===== src/rtl/core/serial_frame_receiver_top_defines.svh =====
// ----------------------------------------------------------------------------
// Serial frame receiver assertion macros
// Concurrent assertion helpers; empty when SYNTHESIS is defined.
// ----------------------------------------------------------------------------
`ifndef SERIAL_FRAME_RECEIVER_TOP_DEFINES_SVH
`define SERIAL_FRAME_RECEIVER_TOP_DEFINES_SVH

`ifndef SYNTHESIS
`define SFR_ASSERT(lbl, clk, rstn, prop) \
  lbl: assert property (@(posedge clk) disable iff (!rstn) prop) \
    else $error("serial frame receiver assertion failed");
`define SFR_ASSERT_NEXT(lbl, clk, rstn, pre, post) \
  lbl: assert property (@(posedge clk) disable iff (!rstn) (pre) |=> (post)) \
    else $error("serial frame receiver sequence assertion failed");
`else
`define SFR_ASSERT(lbl, clk, rstn, prop)
`define SFR_ASSERT_NEXT(lbl, clk, rstn, pre, post)
`endif

`endif


===== src/rtl/core/sfr_pkg.sv =====
// ----------------------------------------------------------------------------
// Serial frame receiver package
// Shared types, sync constants and the type size lookup.
// ----------------------------------------------------------------------------
`default_nettype none

package sfr_pkg;

  localparam int unsigned LEN_W = 12;

  localparam logic [7:0] SYNC_FIRST  = 8'h4B;
  localparam logic [7:0] SYNC_SECOND = 8'h53;
  localparam logic [7:0] TRAILER_OK  = 8'h0D;

  typedef enum logic [1:0] {
    KIND_HEADER = 2'd0,
    KIND_DATA   = 2'd1,
    KIND_END    = 2'd2
  } sfr_kind_e;

  typedef struct packed {
    sfr_kind_e        kind;
    logic [3:0]       frame_type;
    logic [7:0]       param_one;
    logic [7:0]       param_two;
    logic [LEN_W-1:0] payload_bytes;
    logic [LEN_W-1:0] element_count;
    logic [7:0]       data_byte;
    logic             end_status;
    logic             last;
  } sfr_result_t;

  typedef struct packed {
    logic       valid;
    logic [7:0] data;
  } sfr_word_t;

  // log2 of element size; sizes 0 and 1 give no division
  function automatic logic [1:0] size_shift(input logic [3:0] frame_type);
    logic [1:0] sh;
    case (frame_type)
      4'd1, 4'd5, 4'd9:  sh = 2'd1;
      4'd2, 4'd6, 4'd10: sh = 2'd2;
      4'd3, 4'd7, 4'd11: sh = 2'd3;
      default:           sh = 2'd0;
    endcase
    return sh;
  endfunction

endpackage

`default_nettype wire


===== src/rtl/core/sfr_in_reg.sv =====
// ----------------------------------------------------------------------------
// Serial frame receiver input register
// Captures one received word; holds it until the parser consumes it.
// ----------------------------------------------------------------------------
`default_nettype none

module sfr_in_reg
  import sfr_pkg::*;
(
  input  wire logic       clk_i,
  input  wire logic       rst_ni,
  input  wire logic       in_valid_i,
  input  wire logic [7:0] in_byte_i,
  input  wire logic       advance_i,
  output logic            in_stall_o,
  output sfr_word_t       word_o
);

  logic       valid_q, valid_d;
  logic [7:0] byte_q;
  logic       accept;

  assign in_stall_o = valid_q && !advance_i;
  assign accept     = in_valid_i && !in_stall_o;

  always_comb begin
    valid_d = valid_q;
    if (accept) begin
      valid_d = 1'b1;
    end else if (advance_i) begin
      valid_d = 1'b0;
    end
  end

  always_ff @(posedge clk_i or negedge rst_ni) begin
    if (!rst_ni) begin
      valid_q <= 1'b0;
    end else begin
      valid_q <= valid_d;
    end
  end

  always_ff @(posedge clk_i) begin
    if (accept) begin
      byte_q <= in_byte_i;
    end
  end

  assign word_o.valid = valid_q;
  assign word_o.data  = byte_q;

endmodule

`default_nettype wire


===== src/rtl/core/sfr_parser.sv =====
// ----------------------------------------------------------------------------
// Serial frame receiver parser
// Sync hunt, header collection, checksum check and payload/trailer tracking.
// ----------------------------------------------------------------------------
`default_nettype none
`include "serial_frame_receiver_top_defines.svh"

module sfr_parser
  import sfr_pkg::*;
(
  input  wire logic       clk_i,
  input  wire logic       rst_ni,
  input  wire logic       step_i,
  input  wire logic [7:0] byte_i,
  output logic            res_valid_o,
  output sfr_result_t     res_o
);

  localparam logic [2:0] PH_HUNT_K  = 3'd0;
  localparam logic [2:0] PH_HUNT_S  = 3'd1;
  localparam logic [2:0] PH_HEADER  = 3'd2;
  localparam logic [2:0] PH_PAYLOAD = 3'd3;
  localparam logic [2:0] PH_TRAILER = 3'd4;

  localparam logic [2:0] POS_TL = 3'd0;
  localparam logic [2:0] POS_LN = 3'd1;
  localparam logic [2:0] POS_P1 = 3'd2;
  localparam logic [2:0] POS_P2 = 3'd3;

  logic [2:0]       phase_q, phase_d;
  logic [2:0]       pos_q, pos_d;
  logic [3:0]       type_q, type_d;
  logic [LEN_W-1:0] len_q, len_d;
  logic [7:0]       p1_q, p1_d;
  logic [7:0]       p2_q, p2_d;
  logic [7:0]       sum_q, sum_d;
  logic [LEN_W-1:0] rem_q, rem_d;
  logic [LEN_W-1:0] rem_dec;

  assign rem_dec = rem_q - LEN_W'(1);

  always_comb begin
    phase_d     = phase_q;
    pos_d       = pos_q;
    type_d      = type_q;
    len_d       = len_q;
    p1_d        = p1_q;
    p2_d        = p2_q;
    sum_d       = sum_q;
    rem_d       = rem_q;
    res_valid_o = 1'b0;

    res_o.kind          = KIND_HEADER;
    res_o.frame_type    = type_q;
    res_o.param_one     = p1_q;
    res_o.param_two     = p2_q;
    res_o.payload_bytes = len_q;
    res_o.element_count = len_q >> size_shift(type_q);
    res_o.data_byte     = 8'h00;
    res_o.end_status    = 1'b0;
    res_o.last          = 1'b0;

    if (step_i) begin
      unique case (phase_q)
        PH_HUNT_S: begin
          if (byte_i == SYNC_SECOND) begin
            phase_d = PH_HEADER;
            pos_d   = POS_TL;
            sum_d   = 8'h00;
          end else if (byte_i != SYNC_FIRST) begin
            phase_d = PH_HUNT_K;
          end
        end
        PH_HEADER: begin
          if (pos_q == POS_TL || pos_q == POS_LN || pos_q == POS_P1 || pos_q == POS_P2) begin
            sum_d = sum_q + byte_i;
            pos_d = pos_q + 3'd1;
            unique case (pos_q)
              POS_TL: begin
                type_d = byte_i[7:4];
                len_d  = {byte_i[3:0], 8'h00};
              end
              POS_LN:  len_d = {len_q[LEN_W-1:8], byte_i};
              POS_P1:  p1_d  = byte_i;
              default: p2_d  = byte_i;
            endcase
          end else begin
            pos_d = POS_TL;
            if (byte_i != sum_q) begin
              phase_d = PH_HUNT_K;
            end else begin
              rem_d       = len_q;
              phase_d     = (len_q == '0) ? PH_TRAILER : PH_PAYLOAD;
              res_valid_o = 1'b1;
            end
          end
        end
        PH_PAYLOAD: begin
          rem_d = rem_dec;
          if (rem_dec == '0) begin
            phase_d = PH_TRAILER;
          end
          res_valid_o     = 1'b1;
          res_o.kind      = KIND_DATA;
          res_o.data_byte = byte_i;
        end
        PH_TRAILER: begin
          phase_d          = PH_HUNT_K;
          res_valid_o      = 1'b1;
          res_o.kind       = KIND_END;
          res_o.end_status = (byte_i != TRAILER_OK);
          res_o.last       = 1'b1;
        end
        default: begin
          phase_d = (byte_i == SYNC_FIRST) ? PH_HUNT_S : PH_HUNT_K;
        end
      endcase
    end
  end

  always_ff @(posedge clk_i or negedge rst_ni) begin
    if (!rst_ni) begin
      phase_q <= PH_HUNT_K;
      pos_q   <= POS_TL;
      type_q  <= 4'h0;
      len_q   <= '0;
      p1_q    <= 8'h00;
      p2_q    <= 8'h00;
      sum_q   <= 8'h00;
      rem_q   <= '0;
    end else begin
      phase_q <= phase_d;
      pos_q   <= pos_d;
      type_q  <= type_d;
      len_q   <= len_d;
      p1_q    <= p1_d;
      p2_q    <= p2_d;
      sum_q   <= sum_d;
      rem_q   <= rem_d;
    end
  end

  // checksum mismatch drops the frame silently
  `SFR_ASSERT(a_bad_sum_no_result, clk_i, rst_ni, (step_i && phase_q == PH_HEADER && pos_q > POS_P2 && byte_i != sum_q) |-> !res_valid_o)
  `SFR_ASSERT_NEXT(a_last_payload_to_trailer, clk_i, rst_ni, step_i && phase_q == PH_PAYLOAD && rem_q == LEN_W'(1), phase_q == PH_TRAILER)
  `SFR_ASSERT_NEXT(a_trailer_to_hunt, clk_i, rst_ni, step_i && phase_q == PH_TRAILER, phase_q == PH_HUNT_K && pos_q == POS_TL)
  `SFR_ASSERT(a_payload_count_live, clk_i, rst_ni, (phase_q == PH_PAYLOAD) |-> (rem_q != '0))

endmodule

`default_nettype wire


===== src/rtl/core/sfr_out_reg.sv =====
// ----------------------------------------------------------------------------
// Serial frame receiver result register
// Holds one result word until the downstream side takes it.
// ----------------------------------------------------------------------------
`default_nettype none

module sfr_out_reg
  import sfr_pkg::*;
(
  input  wire logic         clk_i,
  input  wire logic         rst_ni,
  input  wire logic         load_i,
  input  wire logic         res_valid_i,
  input  wire sfr_result_t  res_i,
  input  wire logic         out_stall_i,
  output logic              free_o,
  output logic              out_valid_o,
  output sfr_result_t       res_o
);

  logic        valid_q, valid_d;
  sfr_result_t res_q;

  assign free_o = !valid_q || !out_stall_i;

  always_comb begin
    valid_d = valid_q;
    if (load_i) begin
      valid_d = res_valid_i;
    end else if (!out_stall_i) begin
      valid_d = 1'b0;
    end
  end

  always_ff @(posedge clk_i or negedge rst_ni) begin
    if (!rst_ni) begin
      valid_q <= 1'b0;
    end else begin
      valid_q <= valid_d;
    end
  end

  always_ff @(posedge clk_i) begin
    if (load_i && res_valid_i) begin
      res_q <= res_i;
    end
  end

  assign out_valid_o = valid_q;
  assign res_o       = res_q;

endmodule

`default_nettype wire


===== src/rtl/core/serial_frame_receiver_top.sv =====
// ----------------------------------------------------------------------------
// Serial frame receiver top level
// Deframes 'K','S' sync-header frames from a stream of received bytes.
// ----------------------------------------------------------------------------
// Input channel: one received byte per word on in_byte_i, in_valid_i/in_stall_o.
// Output channel: one result word per header, payload byte or frame end on
//   kind_o and the field ports, out_valid_o/out_stall_i.
// Datapath: each accepted byte is held in the input register, stepped through
//   the parser and registered in the result register, from which it is taken
//   while out_stall_i is low.
// Throughput: one byte per cycle while out_stall_i does not hold a full result
//   register, set by the combinational parser step between the two registers.
// Sync, header and bad-checksum bytes produce no result word.
// Reset: both registers empty, parser hunting for 'K', held header zero.
// When out_stall_i holds a full result register, the parser halts and the
//   input register holds its byte; in_stall_o rises once that byte waits.
// ----------------------------------------------------------------------------
`default_nettype none

module serial_frame_receiver_top
  import sfr_pkg::*;
(
  input  wire logic             clk_i,
  input  wire logic             rst_ni,
  input  wire logic             in_valid_i,
  output logic                  in_stall_o,
  input  wire logic [7:0]       in_byte_i,
  output logic                  out_valid_o,
  input  wire logic             out_stall_i,
  output logic [1:0]            kind_o,
  output logic [3:0]            frame_type_o,
  output logic [7:0]            param_one_o,
  output logic [7:0]            param_two_o,
  output logic [LEN_W-1:0]      payload_bytes_o,
  output logic [LEN_W-1:0]      element_count_o,
  output logic [7:0]            data_byte_o,
  output logic                  end_status_o,
  output logic                  last_o
);

  sfr_word_t   word;
  logic        out_free;
  logic        advance;
  logic        res_valid;
  sfr_result_t res;
  sfr_result_t res_out;

  assign advance = word.valid && out_free;

  sfr_in_reg u_in_reg (
    .clk_i      (clk_i),
    .rst_ni     (rst_ni),
    .in_valid_i (in_valid_i),
    .in_byte_i  (in_byte_i),
    .advance_i  (advance),
    .in_stall_o (in_stall_o),
    .word_o     (word)
  );

  sfr_parser u_parser (
    .clk_i       (clk_i),
    .rst_ni      (rst_ni),
    .step_i      (advance),
    .byte_i      (word.data),
    .res_valid_o (res_valid),
    .res_o       (res)
  );

  sfr_out_reg u_out_reg (
    .clk_i       (clk_i),
    .rst_ni      (rst_ni),
    .load_i      (advance),
    .res_valid_i (res_valid),
    .res_i       (res),
    .out_stall_i (out_stall_i),
    .free_o      (out_free),
    .out_valid_o (out_valid_o),
    .res_o       (res_out)
  );

  assign kind_o          = res_out.kind;
  assign frame_type_o    = res_out.frame_type;
  assign param_one_o     = res_out.param_one;
  assign param_two_o     = res_out.param_two;
  assign payload_bytes_o = res_out.payload_bytes;
  assign element_count_o = res_out.element_count;
  assign data_byte_o     = res_out.data_byte;
  assign end_status_o    = res_out.end_status;
  assign last_o          = res_out.last;

endmodule

`default_nettype wire


===== config.mk =====
export PLATFORM = sky130hd
export DESIGN_NAME = serial_frame_receiver_top
export DESIGN_NICKNAME = d
export VERILOG_FILES = /design/src/rtl/core/sfr_pkg.sv /design/src/rtl/core/sfr_in_reg.sv /design/src/rtl/core/sfr_parser.sv /design/src/rtl/core/sfr_out_reg.sv /design/src/rtl/core/serial_frame_receiver_top.sv
export VERILOG_INCLUDE_DIRS = /design/src /design/src/rtl/core
export SDC_FILE = /design/constraint.sdc
export NUM_CORES = 1
export LEC_CHECK = 0
export BUFFER_PORTS_ARGS = -buffer_cell sky130_fd_sc_hd__buf_4
export CORE_MARGIN = 1.5
export CORE_UTILIZATION = 53
export DETAILED_ROUTE_END_ITERATION = 6
export PLACE_DENSITY = 0.81
export RECOVER_POWER = 25
export SETUP_SLACK_MARGIN = 0.02
export SLEW_MARGIN = 20
export SYNTH_ARGS = -nofsm -noshare
export SYNTH_HDL_FRONTEND = slang
export SYNTH_SLANG_ARGS = --single-unit
export TNS_END_PERCENT = 30

===== constraint.sdc =====
create_clock -name clk_i -period 7.7 [get_ports clk_i]
set_clock_uncertainty 0.2 [all_clocks]
set_input_delay 1.54 -clock clk_i [delete_from_list [all_inputs] [get_ports clk_i]]
set_output_delay 1.54 -clock clk_i [all_outputs]
set_load 0.02 [all_outputs]

==> impl_results.md <==
- Peak supply drop: 0.000179 V
- Setup crit start kind: input pin
- Multi-input gate area: 0.00208 mm2
- Top achievable clock speed: 237 MHz
- DR WL/cell: 18.6 um
- Starting Density: 54.7%
- R2R Path Start: u_in_reg.byte_q[4]
- Die area: 0.0113 mm2
- Async set-reset flop share out of synthesis: 48.4%
- DR vias: 3884
- Post-Syn Instances: 433
- Prevailing post-synth register cell: edfxtp_1
- # placed instances: 622
- Syn_nets: 460
- Cell family with most CP delay: buffers and inverters
- Worst-margin pin slew: 3.31 ns
- CP cell instances: clkbuf_1
- YS warnings: 0
- ANT nets after route: 0
- Crit-path max cell delay: 2.29 ns
- Port Buffer Count: 69
- Clk Latency, worst-skew pair: 0.52 ns
- DRC Markers: 0
- CP max FO: 60
- Met3 routed WL: 648 um
- Hold Startpoint: u_parser.p1_q[5]
- Slowest CP cell: clkbuf_1
- Fin. Hold Viols: 0
- Slew margin rel.: -121%
- Initial DRC count: 330
- Placed wire-length estimate: 7680 um
- Clk slew on worst S/H paths: 0.07 ns
- Status: finished, violations left
- Leading area contributor after synthesis: edfxtp_1
- Hold_buf cts: 0
- Nets: 533
- Min-delay worst type: flop to flop
- Boundary pin count: 70
- Leakage: 2.89 nW
- Mapped Avg Cell Area: 13.0 um2
- Worst Setup End Kind: async pin
- Bufs and invs on worst path: 1
- Aggregate global routing overflow: 0
- EDFF count, synth: 64
- CTS H-tree depth: 4
- Initial antenna violation count: 0
- WL met2: 6130 um
- Vias in the first global route: 3819
- Post-synth top cells: edfxtp_1 (64), dfrtp_1 (60), o21ai_0 (25)
- Synth top area cells: edfxtp_1 (34%), dfrtp_1 (27%), mux2_2 (4.2%)
- Diode count: 0
- Clock sinks: 124
- Min cycle time layout: 4.21 ns
- Largest net degree at the start of global routing: 61
- WP data required: 7.38 ns
- Vias per cell: 5.93
- Core Footprint: 0.0103 mm2
- Pwr/cell area: 409 mW/mm2
- Maximum clock path buffer count: 2
- Cell Rows: 37
- Arr. time, crit path: 3.89 ns
- Post-CTS Setup Repair Bufs: 0
- Reg area: 0.00342 mm2
- Cell variety after synth: 73
- Yosys top cell area share: 34.1%
- P&R area growth vs syn: 21.6%
- Pins Over Slew Limit: 78
- Top Metal Used: met4
- Final setup viols: 0
- First-pass detailed-route iteration total: 4
- Die Width: 106 um
- Fin cells: 655
- RSZ-0062 raised after global routing: false
- First-pass GRT wire length: 19900 um
- Seq/Total Area, Yosys: 60.7%
- Failing checks: capacitance limit, slew limit
- CTS resizes: 0
- Vert. Die Dim: 106 um
- Pwr Total: 2.81 mW
- Final TNS setup: 0 ns
- Seq cells post-synth: 124
- Share of cells above drive strength 1: 29.3%
- TritonCTS Buffers: 17
- RD Place Congestion: 0.826
- CTS tree: done
- Setup CP Type: input pin to async pin
- Root Buffer: clkbuf_8
- Met1 WL: 5170 um
- Most frequent cell after synthesis: edfxtp_1
- Number of max-cap violations: 2
- # fillers: 719
- Period utilization: 54.7%
- Mapped Area: 0.00564 mm2
- GRT Overall Usage: 23.4%
- Total wire length: 12200 um
- Crit. Startpoint: rst_ni
layout make-up:
| class | count | area share [%] |
|---|---|---|
| multi-input cells | 274 | 30.4 |
| well taps | 136 | 2.48 |
| inverters | 16 | 0.875 |
| repair buffers | 73 | 7.88 |
| clock buffers | 17 | 6.04 |
| clock inverters | 15 | 2.46 |
| flip-flops and latches | 124 | 49.9 |
logic make-up after synthesis:
kind of cell	share of synthesized area (%)
fa+ha+maj	3.46
simple gates	13.2
buf+inv	2.77
flops	60.7
mux	8.14
compound gates	10.1
xor+xnor	1.68
flip-flops by register name, summed over array words and instances (netlist names):
signal                 flops
u_out_reg.res_o           56
u_parser.len_q            12
u_parser.rem_q            12
u_in_reg.byte_q            8
u_parser.p1_q              8
u_parser.p2_q              8
u_parser.sum_q             8
u_parser.type_q            4
u_parser.phase_q           3
u_parser.pos_q             3
u_in_reg.valid_q           1
u_out_reg.out_valid_o      1
final timing paths:
check	to	slack, ns	cells past startpoint
setup / recovery	u_out_reg.out_valid_o	3.49	1
max in group clk_i	in_stall_o	3.95	4
hold / removal	u_out_reg.res_o[47]	0.25	0
min in group asynchronous	u_parser.sum_q[7]	1.94	1
setup reg to reg	u_out_reg.res_o[18]	4.25	6
hold reg to reg	u_out_reg.res_o[47]	0.25	0
metrics by stage:
| stage | cell area [um2] | hold slack (ns) | util, % | setup slack (ns) |
|---|---|---|---|---|
| 2_1_floorplan | 5640 | 0.219 | - | 2.13 |
| 3_3_place_gp | 6270 | 0.226 | 60.8 | 4.00 |
| 3_5_place_dp | 6270 | 0.230 | 60.8 | 4.00 |
| 4_1_cts | 6860 | 0.246 | 66.4 | 3.99 |
| 5_1_grt | 6860 | 0.250 | 66.5 | 2.78 |
| 6_report | 6860 | 0.248 | 66.5 | 3.49 |
metal layers:
layer / global-route usage, % / vias up
met1: 30.3 / 1925
met5: 0 / -
met4: 10.7 / 0
li1: - / 1791
met3: 5.21 / 23
met2: 37.8 / 145
power by group:
group / leakage (nW) / internal (mW) / switching [mW]
clock: 0.285 / 0.446 / 0.332
combinational: 1.21 / 0.395 / 0.458
sequential: 1.39 / 0.964 / 0.212
total: 2.89 / 1.81 / 1.00
placed cells by master (no fill, tap or decap), types with 5 or more instances in the layout:
cell type / instances
mux2_2: 21
mux4_2: 5
clkbuf_4: 9
a21oi_1: 21
xnor2_1: 5
inv_6: 6
edfxtp_1: 64
and3_1: 10
nand3_1: 17
a22o_1: 8
nor4_1: 9
nor2_1: 24
ha_1: 14
inv_1: 16
mux2i_1: 5
o21ai_0: 25
dfrtp_1: 60
nor3_1: 10
buf_4: 62
clkbuf_16: 16
nand2_1: 18
(Power assumes the default switching activity.)
